## config.mk

```make
export PLATFORM = sky130hd
export DESIGN_NAME = multi_stop_color_gradient_top_flat
export DESIGN_NICKNAME = d
export VERILOG_FILES = /design/src/mcg_pkg.sv /design/src/mcg_step_if.sv /design/src/mcg_pix_if.sv /design/src/mcg_cfg_if.sv /design/src/mcg_seg.sv /design/src/mcg_mix.sv /design/src/mcg_div.sv /design/src/multi_stop_color_gradient_top.sv /design/src/flat_wrapper.sv
export SDC_FILE = /design/constraint.sdc
export NUM_CORES = 2
export LEC_CHECK = 0
export BUFFER_PORTS_ARGS = -buffer_cell sky130_fd_sc_hd__buf_2
export CORE_MARGIN = 5
export CORE_UTILIZATION = 65
export CTS_CLUSTER_DIAMETER = 120
export CTS_CLUSTER_SIZE = 28
export DETAILED_ROUTE_END_ITERATION = 10
export GPL_TIMING_DRIVEN = 0
export HOLD_SLACK_MARGIN = 0.03
export PLACE_DENSITY = 0.83
export SLEW_MARGIN = 20
export SYNTH_ARGS = -nofsm -noshare
export SYNTH_HDL_FRONTEND = slang
export SYNTH_SLANG_ARGS = --single-unit
export TNS_END_PERCENT = 1
```

## constraint.sdc

```tcl
create_clock -name i_clk -period 11.95 [get_ports i_clk]
set_input_delay 1.7925 -clock i_clk [delete_from_list [all_inputs] [get_ports i_clk]]
set_output_delay 1.7925 -clock i_clk [all_outputs]
set_load 0.05 [all_outputs]
```

## src/mcg_pkg.sv

```systemverilog
// Shared widths, register indexes, stage payload types and helpers for the color gradient
package mcg_pkg;

    localparam int STEP_W     = 8;
    localparam int CHAN_W     = 8;
    localparam int NCHAN      = 3;
    localparam int COLOR_W    = NCHAN * CHAN_W;
    localparam int PIX_W      = 32;
    localparam int CFG_IDX_W  = 8;
    localparam int CFG_DATA_W = 24;
    localparam int CNT_W      = 3;
    localparam int SEG_W      = 3;
    localparam int SCALED_W   = STEP_W + SEG_W;
    localparam int NUM_W      = 2 * CHAN_W;

    // Configuration register indexes
    localparam logic [CFG_IDX_W-1:0] REG_STOP_COUNT   = CFG_IDX_W'(0);
    localparam logic [CFG_IDX_W-1:0] REG_STOP_COLOR_0 = CFG_IDX_W'(1);

    typedef logic [CHAN_W-1:0]  t_chan;
    typedef logic [COLOR_W-1:0] t_color;

    // Segment stage result: stop index, blend remainder and divisor
    typedef struct packed {
        logic             off;
        logic [SEG_W-1:0] seg;
        t_chan            rem;
        t_chan            div;
    } t_seg_res;

    // Per-channel numerators waiting for the divide by the step total
    typedef struct packed {
        logic [NCHAN-1:0][NUM_W-1:0] num;
        t_chan                       div;
    } t_div_req;

    typedef logic [NCHAN-1:0][CHAN_W-1:0] t_quo;

    // Channel k of a packed color: 0 red, 1 green, 2 blue
    function automatic t_chan chan_of(input t_color color, input int k);
        return color[COLOR_W-1-k*CHAN_W -: CHAN_W];
    endfunction

endpackage

```

## src/mcg_step_if.sv

```systemverilog
// Step request channel: current step and total steps
interface mcg_step_if;
    import mcg_pkg::*;

    logic              valid;
    logic              ready;
    logic [STEP_W-1:0] step_now;
    logic [STEP_W-1:0] step_total;

    modport source (output valid, output step_now, output step_total, input ready);
    modport sink   (input valid, input step_now, input step_total, output ready);
endinterface

```

## src/mcg_pix_if.sv

```systemverilog
// Pixel result channel: blended channels and the packed serial word
interface mcg_pix_if;
    import mcg_pkg::*;

    logic             valid;
    logic             ready;
    logic [CHAN_W-1:0] red;
    logic [CHAN_W-1:0] green;
    logic [CHAN_W-1:0] blue;
    logic [PIX_W-1:0]  pixel_word;

    modport source (output valid, output red, output green, output blue, output pixel_word,
                    input ready);
    modport sink   (input valid, input red, input green, input blue, input pixel_word,
                    output ready);
endinterface

```

## src/mcg_cfg_if.sv

```systemverilog
// Configuration write channel: register index and write data
interface mcg_cfg_if;
    import mcg_pkg::*;

    logic                  valid;
    logic                  ready;
    logic [CFG_IDX_W-1:0]  index;
    logic [CFG_DATA_W-1:0] data;

    modport source (output valid, output index, output data, input ready);
    modport sink   (input valid, input index, input data, output ready);
endinterface

```

## src/mcg_seg.sv

```systemverilog
// Two pipeline stages: clamp and scale the step, then divide out the segment index
module mcg_seg (
    input  logic                       i_clk,
    input  logic                       i_rst_n,
    input  logic                       i_valid,
    output logic                       o_ready,
    input  logic [mcg_pkg::STEP_W-1:0] i_step_now,
    input  logic [mcg_pkg::STEP_W-1:0] i_step_total,
    input  logic [mcg_pkg::CNT_W:0]    i_stop_n,
    output logic                       o_valid,
    input  logic                       i_ready,
    output mcg_pkg::t_seg_res          o_res
);
    import mcg_pkg::*;

    logic                en_a;
    logic                en_b;
    logic                a_off;
    logic                a_first;
    logic [STEP_W-1:0]   a_clamp;
    logic [SEG_W-1:0]    a_segs;
    logic [SEG_W-1:0]    a_last;
    logic [SCALED_W-1:0] a_scaled;
    t_chan               a_div;
    t_seg_res            b_res;

    logic                r_a_v;
    logic                r_a_off;
    logic [SEG_W-1:0]    r_a_last;
    logic [SCALED_W-1:0] r_a_scaled;
    t_chan               r_a_div;
    logic                r_b_v;
    t_seg_res            r_b_res;

    // Advance a stage when it is empty or the next one advances
    assign en_b    = !r_b_v || i_ready;
    assign en_a    = !r_a_v || en_b;
    assign o_ready = en_a;

    // Stage A: classify, clamp the step and scale it by the segment count
    always_comb begin
        a_off    = (i_stop_n == '0);
        a_first  = (i_stop_n == (CNT_W+1)'(1)) || (i_step_total == '0);
        a_clamp  = (i_step_now < i_step_total) ? i_step_now : i_step_total;
        a_segs   = (a_off || a_first) ? '0 : SEG_W'(i_stop_n - (CNT_W+1)'(1));
        a_last   = (a_off || a_first) ? '0 : SEG_W'(i_stop_n - (CNT_W+1)'(2));
        a_scaled = SCALED_W'(a_clamp) * SCALED_W'(a_segs);
        a_div    = (a_off || a_first) ? CHAN_W'(1) : i_step_total;
    end

    always_ff @(posedge i_clk) begin
        if (!i_rst_n) begin
            r_a_v <= 1'b0;
        end else if (en_a) begin
            r_a_v <= i_valid;
        end
        if (en_a && i_valid) begin
            r_a_off    <= a_off;
            r_a_last   <= a_last;
            r_a_scaled <= a_scaled;
            r_a_div    <= a_div;
        end
    end

    // Stage B: restoring divide for the segment index, then cap at the last segment
    always_comb begin : b_calc
        logic [SCALED_W-1:0] rem;
        logic [SCALED_W-1:0] trial;
        logic [SEG_W-1:0]    q;
        rem = r_a_scaled;
        q   = '0;
        for (int i = SEG_W - 1; i >= 0; i--) begin
            trial = SCALED_W'(r_a_div) << i;
            if (rem >= trial) begin
                rem  = rem - trial;
                q[i] = 1'b1;
            end
        end
        b_res.off = r_a_off;
        b_res.div = r_a_div;
        if (q > r_a_last) begin
            b_res.seg = r_a_last;
            b_res.rem = r_a_div;
        end else begin
            b_res.seg = q;
            b_res.rem = rem[CHAN_W-1:0];
        end
    end

    always_ff @(posedge i_clk) begin
        if (!i_rst_n) begin
            r_b_v <= 1'b0;
        end else if (en_b) begin
            r_b_v <= r_a_v;
        end
        if (en_b && r_a_v) begin
            r_b_res <= b_res;
        end
    end

    assign o_valid = r_b_v;
    assign o_res   = r_b_res;

endmodule

```

## src/mcg_mix.sv

```systemverilog
// Color stop store with registered two-port read, and the per-channel blend products
module mcg_mix #(
    parameter int MAX_STOPS = 4
) (
    input  logic                          i_clk,
    input  logic                          i_rst_n,
    input  logic                          i_wr_en,
    input  logic [$clog2(MAX_STOPS)-1:0]  i_wr_slot,
    input  logic [mcg_pkg::COLOR_W-1:0]   i_wr_color,
    input  logic                          i_valid,
    output logic                          o_ready,
    input  mcg_pkg::t_seg_res             i_res,
    output logic                          o_valid,
    input  logic                          i_ready,
    output mcg_pkg::t_div_req             o_req
);
    import mcg_pkg::*;

    localparam int IDX_W = $clog2(MAX_STOPS);

    logic                en_c;
    logic                en_d;
    logic [SEG_W-1:0]    seg_e;
    logic [IDX_W-1:0]    idx_s;
    logic [IDX_W-1:0]    idx_e;
    t_div_req            d_req;

    t_color              r_color [MAX_STOPS];
    logic [MAX_STOPS-1:0] r_color_vld;
    logic                r_c_v;
    t_color              r_c_s;
    t_color              r_c_e;
    t_chan               r_c_rem;
    t_chan               r_c_div;
    logic                r_d_v;
    t_div_req            r_d_req;

    assign en_d    = !r_d_v || i_ready;
    assign en_c    = !r_c_v || en_d;
    assign o_ready = en_c;

    assign seg_e = i_res.seg + SEG_W'(1);
    assign idx_s = i_res.seg[IDX_W-1:0];
    assign idx_e = seg_e[IDX_W-1:0];

    // Write a stop; an entry never written reads as zero
    always_ff @(posedge i_clk) begin
        if (!i_rst_n) begin
            r_color_vld <= '0;
        end else if (i_wr_en) begin
            r_color_vld[i_wr_slot] <= 1'b1;
        end
        if (i_wr_en) begin
            r_color[i_wr_slot] <= i_wr_color;
        end
    end

    // Stage C: read the start and end stops of the segment
    always_ff @(posedge i_clk) begin
        if (!i_rst_n) begin
            r_c_v <= 1'b0;
        end else if (en_c) begin
            r_c_v <= i_valid;
        end
        if (en_c && i_valid) begin
            r_c_s   <= (i_res.off || !r_color_vld[idx_s]) ? '0 : r_color[idx_s];
            r_c_e   <= (i_res.off || !r_color_vld[idx_e]) ? '0 : r_color[idx_e];
            r_c_rem <= i_res.rem;
            r_c_div <= i_res.div;
        end
    end

    // Stage D: weight both stops per channel and sum
    always_comb begin : d_calc
        t_chan inv;
        inv = r_c_div - r_c_rem;
        for (int k = 0; k < NCHAN; k++) begin
            d_req.num[k] = NUM_W'(chan_of(r_c_s, k)) * NUM_W'(inv)
                         + NUM_W'(chan_of(r_c_e, k)) * NUM_W'(r_c_rem);
        end
        d_req.div = r_c_div;
    end

    always_ff @(posedge i_clk) begin
        if (!i_rst_n) begin
            r_d_v <= 1'b0;
        end else if (en_d) begin
            r_d_v <= r_c_v;
        end
        if (en_d && r_c_v) begin
            r_d_req <= d_req;
        end
    end

    assign o_valid = r_d_v;
    assign o_req   = r_d_req;

endmodule

```

## src/mcg_div.sv

```systemverilog
// Pipelined restoring divider, three channel lanes, half the quotient bits per stage
module mcg_div (
    input  logic              i_clk,
    input  logic              i_rst_n,
    input  logic              i_valid,
    output logic              o_ready,
    input  mcg_pkg::t_div_req i_req,
    output logic              o_valid,
    input  logic              i_ready,
    output mcg_pkg::t_quo     o_quo
);
    import mcg_pkg::*;

    localparam int STEP_BITS = CHAN_W / 2;

    logic                        en_e;
    logic                        en_f;
    logic [NCHAN-1:0][NUM_W-1:0] e_rem;
    t_quo                        e_q;
    t_quo                        f_q;

    logic                        r_e_v;
    logic [NCHAN-1:0][NUM_W-1:0] r_e_rem;
    t_quo                        r_e_q;
    t_chan                       r_e_div;
    logic                        r_f_v;
    t_quo                        r_f_q;

    assign en_f    = !r_f_v || i_ready;
    assign en_e    = !r_e_v || en_f;
    assign o_ready = en_e;

    // Stage E: upper quotient bits
    always_comb begin : e_calc
        logic [NUM_W-1:0]  rem;
        logic [NUM_W-1:0]  trial;
        logic [CHAN_W-1:0] q;
        for (int k = 0; k < NCHAN; k++) begin
            rem = i_req.num[k];
            q   = '0;
            for (int i = CHAN_W - 1; i >= STEP_BITS; i--) begin
                trial = NUM_W'(i_req.div) << i;
                if (rem >= trial) begin
                    rem  = rem - trial;
                    q[i] = 1'b1;
                end
            end
            e_rem[k] = rem;
            e_q[k]   = q;
        end
    end

    always_ff @(posedge i_clk) begin
        if (!i_rst_n) begin
            r_e_v <= 1'b0;
        end else if (en_e) begin
            r_e_v <= i_valid;
        end
        if (en_e && i_valid) begin
            r_e_rem <= e_rem;
            r_e_q   <= e_q;
            r_e_div <= i_req.div;
        end
    end

    // Stage F: lower quotient bits
    always_comb begin : f_calc
        logic [NUM_W-1:0]  rem;
        logic [NUM_W-1:0]  trial;
        logic [CHAN_W-1:0] q;
        for (int k = 0; k < NCHAN; k++) begin
            rem = r_e_rem[k];
            q   = r_e_q[k];
            for (int i = STEP_BITS - 1; i >= 0; i--) begin
                trial = NUM_W'(r_e_div) << i;
                if (rem >= trial) begin
                    rem  = rem - trial;
                    q[i] = 1'b1;
                end
            end
            f_q[k] = q;
        end
    end

    always_ff @(posedge i_clk) begin
        if (!i_rst_n) begin
            r_f_v <= 1'b0;
        end else if (en_f) begin
            r_f_v <= r_e_v;
        end
        if (en_f && r_e_v) begin
            r_f_q <= f_q;
        end
    end

    assign o_valid = r_f_v;
    assign o_quo   = r_f_q;

endmodule

```

## src/multi_stop_color_gradient_top.sv

```systemverilog
// Multi-stop linear color gradient: top level with configuration and output register
//
// Usage:
//   i_cfg   writes registers: index 0 is the stop count, index 1+k holds stop k
//           (red 23:16, green 15:8, blue 7:0). Indexes past the last stop are
//           dropped. The port is always ready; write only while the block is idle.
//   i_step  takes a request with step_now and step_total, one per cycle while ready is high.
//   o_pix   returns red, green, blue and the packed G,R,B word (low byte zero),
//           one result per request, in request order.
// Timing:
//   From acceptance to o_pix.valid a request passes the clamp/scale, segment
//   divide, stop read, blend products, two divide stages and output registers.
//   Throughput is one request per cycle while o_pix.ready stays high; the
//   divide by step_total takes two of the pipeline stages.
// Reset:
//   The stop count clears to zero (output off) and every stop reads as zero
//   until written. The pipeline empties.
// Stall:
//   When o_pix.ready is low the result holds; earlier stages keep filling until
//   all are full, and only then does i_step.ready drop. Nothing is lost or repeated.
module multi_stop_color_gradient_top #(
    parameter int MAX_STOPS = 4
) (
    input  logic        i_clk,
    input  logic        i_rst_n,
    mcg_step_if.sink    i_step,
    mcg_cfg_if.sink     i_cfg,
    mcg_pix_if.source   o_pix
);
    import mcg_pkg::*;

    localparam int               IDX_W    = $clog2(MAX_STOPS);
    localparam logic [CNT_W:0]   STOP_MAX = (CNT_W+1)'(MAX_STOPS);

    logic                 cfg_wr_color;
    logic [CFG_IDX_W-1:0] cfg_off;
    logic [CNT_W:0]       stop_n;
    logic                 seg_valid;
    logic                 seg_ready;
    t_seg_res             seg_res;
    logic                 mix_valid;
    logic                 mix_ready;
    t_div_req             mix_req;
    logic                 div_valid;
    t_quo                 div_quo;
    logic                 en_o;

    logic [CNT_W-1:0]     r_stop_count;
    logic                 r_o_v;
    t_chan                r_o_red;
    t_chan                r_o_green;
    t_chan                r_o_blue;

    // Configuration: stop count here, stop colors in the store
    assign i_cfg.ready  = 1'b1;
    assign cfg_off      = i_cfg.index - REG_STOP_COLOR_0;
    assign cfg_wr_color = i_cfg.valid && (i_cfg.index >= REG_STOP_COLOR_0)
                          && (i_cfg.index <= CFG_IDX_W'(MAX_STOPS));

    always_ff @(posedge i_clk) begin
        if (!i_rst_n) begin
            r_stop_count <= '0;
        end else if (i_cfg.valid && i_cfg.index == REG_STOP_COUNT) begin
            r_stop_count <= i_cfg.data[CNT_W-1:0];
        end
    end

    // Saturate the stop count to the store depth
    assign stop_n = ({1'b0, r_stop_count} > STOP_MAX) ? STOP_MAX : {1'b0, r_stop_count};

    mcg_seg u_seg (
        .i_clk        (i_clk),
        .i_rst_n      (i_rst_n),
        .i_valid      (i_step.valid),
        .o_ready      (i_step.ready),
        .i_step_now   (i_step.step_now),
        .i_step_total (i_step.step_total),
        .i_stop_n     (stop_n),
        .o_valid      (seg_valid),
        .i_ready      (seg_ready),
        .o_res        (seg_res)
    );

    mcg_mix #(
        .MAX_STOPS (MAX_STOPS)
    ) u_mix (
        .i_clk      (i_clk),
        .i_rst_n    (i_rst_n),
        .i_wr_en    (cfg_wr_color),
        .i_wr_slot  (cfg_off[IDX_W-1:0]),
        .i_wr_color (i_cfg.data[COLOR_W-1:0]),
        .i_valid    (seg_valid),
        .o_ready    (seg_ready),
        .i_res      (seg_res),
        .o_valid    (mix_valid),
        .i_ready    (mix_ready),
        .o_req      (mix_req)
    );

    mcg_div u_div (
        .i_clk   (i_clk),
        .i_rst_n (i_rst_n),
        .i_valid (mix_valid),
        .o_ready (mix_ready),
        .i_req   (mix_req),
        .o_valid (div_valid),
        .i_ready (en_o),
        .o_quo   (div_quo)
    );

    // Output register: hold the result until the receiver takes it
    assign en_o = !r_o_v || o_pix.ready;

    always_ff @(posedge i_clk) begin
        if (!i_rst_n) begin
            r_o_v <= 1'b0;
        end else if (en_o) begin
            r_o_v <= div_valid;
        end
        if (en_o && div_valid) begin
            r_o_red   <= div_quo[0];
            r_o_green <= div_quo[1];
            r_o_blue  <= div_quo[2];
        end
    end

    assign o_pix.valid      = r_o_v;
    assign o_pix.red        = r_o_red;
    assign o_pix.green      = r_o_green;
    assign o_pix.blue       = r_o_blue;
    assign o_pix.pixel_word = {r_o_green, r_o_red, r_o_blue, CHAN_W'(0)};

endmodule

```

## src/flat_wrapper.sv

```systemverilog
// flat-port wrapper written by rule: the top's interface ports become plain ports
module multi_stop_color_gradient_top_flat import mcg_pkg::*;
#(
    parameter int MAX_STOPS = 4
)
  (i_clk, i_rst_n, i_step_valid, i_step_step_now, i_step_step_total, i_step_ready, i_cfg_valid, i_cfg_index, i_cfg_data, i_cfg_ready, o_pix_valid, o_pix_red, o_pix_green, o_pix_blue, o_pix_pixel_word, o_pix_ready);
  mcg_step_if i_step_i ();
  mcg_cfg_if i_cfg_i ();
  mcg_pix_if o_pix_i ();
  input  logic i_clk;
  input  logic i_rst_n;
  input wire logic [$bits(i_step_i.valid)-1:0] i_step_valid;
  input wire logic [$bits(i_step_i.step_now)-1:0] i_step_step_now;
  input wire logic [$bits(i_step_i.step_total)-1:0] i_step_step_total;
  output wire logic [$bits(i_step_i.ready)-1:0] i_step_ready;
  input wire logic [$bits(i_cfg_i.valid)-1:0] i_cfg_valid;
  input wire logic [$bits(i_cfg_i.index)-1:0] i_cfg_index;
  input wire logic [$bits(i_cfg_i.data)-1:0] i_cfg_data;
  output wire logic [$bits(i_cfg_i.ready)-1:0] i_cfg_ready;
  output wire logic [$bits(o_pix_i.valid)-1:0] o_pix_valid;
  output wire logic [$bits(o_pix_i.red)-1:0] o_pix_red;
  output wire logic [$bits(o_pix_i.green)-1:0] o_pix_green;
  output wire logic [$bits(o_pix_i.blue)-1:0] o_pix_blue;
  output wire logic [$bits(o_pix_i.pixel_word)-1:0] o_pix_pixel_word;
  input wire logic [$bits(o_pix_i.ready)-1:0] o_pix_ready;
  assign i_step_i.valid = i_step_valid;
  assign i_step_i.step_now = i_step_step_now;
  assign i_step_i.step_total = i_step_step_total;
  assign i_step_ready = i_step_i.ready;
  assign i_cfg_i.valid = i_cfg_valid;
  assign i_cfg_i.index = i_cfg_index;
  assign i_cfg_i.data = i_cfg_data;
  assign i_cfg_ready = i_cfg_i.ready;
  assign o_pix_valid = o_pix_i.valid;
  assign o_pix_red = o_pix_i.red;
  assign o_pix_green = o_pix_i.green;
  assign o_pix_blue = o_pix_i.blue;
  assign o_pix_pixel_word = o_pix_i.pixel_word;
  assign o_pix_i.ready = o_pix_ready;
  multi_stop_color_gradient_top #(.MAX_STOPS(MAX_STOPS)) u_core (.i_clk(i_clk), .i_rst_n(i_rst_n), .i_step(i_step_i), .i_cfg(i_cfg_i), .o_pix(o_pix_i));
endmodule
```

==> impl_metrics.py <==
metrics = {
    "min_path": {
        "hold_path_class": "flop to flop",
        "whs_endpoint": "u_core.o_pix.blue[1]",
        "min_path_cells": 0,
        "min_from": "u_core.u_div.o_quo[17]",
    },
    "synth": {
        "yosysSeqAreaShare_pct": 28.1,
        "yosys.area.top_type": "edfxtp_1",
        "synth_seq_cells": 388,
        "synth_cell_type_count": 93,
        "postSynth.asyncResetShare_pct": 0,
        "syn-cell-area_sq_mm": 0.0410,
        "ys_warn_count": 0,
        "synth_enable_flop_cells": 374,
        "syn_area_per_cell_sq_um": 10.0,
        "synth_top_cell_area_share_pct": 27.4,
        "ys.flop_type": "edfxtp_1",
        "synth_area_leaders": "edfxtp_1 (27%), fa_1 (16%), ha_1 (13%)",
        "syn_inst": 4081,
    },
    "grt": {
        "antenna_found_initial": 0,
        "grt_pass1_wl_mm": 150,
        "grt_pass1_vias": 30285,
        "grt-ovfl-total": 0,
        "grt_max_degree": 30,
        "grt_use_total_pct": 26.8,
    },
    "die": {
        "rows": 92,
        "fp.dieH_um": 261,
        "initial_core_util_pct": 65.3,
        "io_pins": 112,
        "die_area_sq_mm": 0.0681,
        "fp.dieW_um": 261,
        "coreArea_sq_mm": 0.0627,
    },
    "timing": {
        "fmax_ghz": 0.0903,
        "setup_violations": 0,
        "maxSlewViolCount": 0,
        "fin_setup_tns_ps": 0,
        "tightest_slew_ps": 1060,
        "layout_setup_ws_ps": 880,
        "max-slew-margin-rel_pct": 29.5,
        "finalClockSkew_ps": 44.9,
        "finalHoldViolations": 0,
        "post-route-period-util_pct": 92.6,
        "layout_min_cycle_time_ps": 11070,
        "rsz0062_at_grt": "false",
    },
    "finish": {
        "layout.nets": 5036,
        "areaGrowthSynthToFinish_pct": 6.23,
        "design_area_sq_mm": 0.0435,
        "drive_above_1_share_pct": 7.46,
        "nFillCells": 4563,
    },
    "clocking": {
        "htree_levels": 1,
        "clkTransAtPathRegs_ps": 110,
        "cts.sinks": 388,
        "clk-insertion-delay-late_ps": 590,
        "cts_buffer_depth": 3,
        "numCtsBuffers": 19,
        "cts_tree": "built",
        "postCtsHoldBufs": 0,
        "cts.root.buffer_cell": "clkbuf_16",
    },
    "detailed_routing": {
        "first_pass_iters": 6,
        "detail_route.wl_per_cell_um": 18.0,
        "ant_nets": 0,
        "routed_wl_mm": 91.7,
        "drt_iter0_markers": 2087,
        "vias": 30280,
        "via_per_inst": 5.95,
        "drc": 0,
    },
    "critical_path": {
        "max_stage_delay_ps": 720,
        "crit_path_frequent_cell": "a21oi_1",
        "r2r-start": "u_core.u_div.r_e_div[1]",
        "cp_max_fo": 15,
        "cp_data_required_time_ps": 12260,
        "critical_path_depth": 44,
        "ff2ff_path_depth": 44,
        "start_kind": "flop",
        "cpMaxStageDelayCell": "edfxtp_1",
        "critPathKind": "flop to flop",
        "cp.arrival_ps": 11380,
        "critPathCaptureType": "flop",
        "r2r_end": "u_core.u_div.o_quo[8]",
        "cp_num_buf_inv": 7,
        "r2r_setup_slack_ps": 880,
        "path_delay_family": "simple AND/OR/NAND/NOR gates",
    },
    "power_and_ir_drop": {
        "p_leak_nw": 18.8,
        "power_density_mw_per_mm2": 150,
        "max-vdd-ir-drop_v": 0.000150,
    },
    "run": {
        "cap_viol_max_count": 0,
    },
    "run_status": {
        "status": "completed",
    },
    "placed_design": {
        "dp_hpwl_mm": 73.2,
        "gp_congestion": 0.926,
        "pre_cts_slack_ps": 110,
        "io_buffer_count": 102,
        "post_dp_cell_area_sq_mm": 0.0429,
    },
}
## flip-flops by register name (all words and copies together), names as in the netlist, 3 cells and up
name,flops
u_core.u_seg.r_a_last,3
u_core.u_mix.r_color,96
u_core.o_pix.blue,8
u_core.o_pix.red,8
u_core.u_div.r_e_div,8
u_core.u_mix.r_c_rem,8
u_core.r_stop_count,3
u_core.u_div.r_e_rem,48
u_core.u_seg.o_res,19
u_core.u_div.o_quo,24
u_core.u_seg.r_a_div,8
u_core.u_div.f_q,8
u_core.u_mix.r_color_vld,4
u_core.u_mix.r_c_e,24
u_core.u_seg.r_a_scaled,11
u_core.u_mix.r_c_s,24
u_core.u_mix.o_req,56
u_core.o_pix.green,8
u_core.u_mix.r_c_div,8
u_core.u_div.f_calc.q,4
## area by class of cell
type / count / area [sq um] / area share, %
timing repair buffer: 119 / 786 / 1.81
multi-input combinational: 3062 / 27000 / 62.2
tap: 846 / 1060 / 2.43
buffer: 121 / 587 / 1.35
clock inverter: 5 / 70.1 / 0.161
inverter: 517 / 1940 / 4.47
clock buffer: 26 / 502 / 1.15
sequential: 388 / 11500 / 26.5
antenna: 2 / 5.00 / 0.0115
## where the power goes
group          total (W)  leakage, nW  switching (W)  internal, W
Sequential       0.00175         3.60      0.0000375      0.00171
Clock           0.000763        0.276       0.000452     0.000311
Combinational    0.00401         15.0        0.00219      0.00182
## layout by cell type, fill, tap and decap left out, drive strengths merged, types with 22 or more instances in the layout
cell / n
mux4: 50
buf: 159
and2: 253
nand2b: 74
a21o: 65
o31ai: 24
inv: 521
nor3: 70
xnor2: 115
a211oi: 22
fa: 320
xor2: 59
clkbuf: 107
nand4: 38
nor2: 234
mux2: 77
o21a: 64
mux2i: 39
ha: 435
nand3: 50
edfxtp: 374
nand2: 281
nor2b: 131
o21ai: 135
a21oi: 207
## routing by layer
layer | wire (um) | global-route usage, % | vias up
li1 | - | - | 14433
met1 | 37600 | 35.1 | 14638
met2 | 45500 | 47.3 | 1022
met3 | 5370 | 2.75 | 187
met4 | 3220 | 9.02 | 0
met5 | 0 | 0 | -
## synth_stat cells (37+ instances only)
cell type  instances
nor2_1           233
and2_1           253
o21ai_1           66
xnor2_1          115
fa_1             320
nand2_1          281
mux2_2            38
edfxtp_1         374
o21ai_0           69
o21a_1            64
mux2i_1           39
nor3_1            70
mux4_2            50
nand3_1           50
a21o_1            65
inv_1            505
nand2b_1          74
nand4_1           37
ha_1             435
nor2b_1          131
clkbuf_1          81
a21oi_1          206
xor2_1            59
## cells by family after synthesis
family,count (synthesis),share of synthesized area [%]
adders and majority gates,755,28.9
xor gates and xnor gates,174,3.72
AOI/OAI and AO/OA,695,11.0
DFF,388,28.1
and+or+nand+nor,1263,16.2
other,2,0.0183
buffers and inverters,638,6.17
muxes,166,5.88
## worst max path at each step
stage	startpoint	end	slack [ps]
CTS	u_core.u_mix.o_req[1]	u_core.u_div.r_e_rem[11]	30
floorplan	u_core.u_mix.o_req[1]	u_core.u_div.r_e_rem[10]	2320
detailed placement	u_core.u_mix.o_req[1]	u_core.u_div.r_e_rem[11]	110
global placement	u_core.u_mix.o_req[1]	u_core.u_div.r_e_rem[11]	320
global route	u_core.u_div.r_e_div[1]	u_core.u_div.o_quo[8]	30
finish	u_core.u_div.r_e_div[1]	u_core.u_div.o_quo[8]	880
## metrics by stage
step           utilization, %  total power [W]  hold slack [ps]  instances
4_1_cts                  69.3          0.00650              429       5082
5_1_grt                  69.3          0.00709              433       5084
3_3_place_gp             67.8          0.00556              401       5036
3_5_place_dp             68.4          0.00571              405       5051
2_1_floorplan               -          0.00499              400       4088
6_report                 69.3          0.00652              427       5086
## repair_timing
item,4_1_cts,5_1_grt
hold endpoints to repair,0,0
buffers inserted,0,2
setup endpoints to repair,0,18
gates resized for setup,0,3
Note: power is estimated with default switching activity, not from simulation.
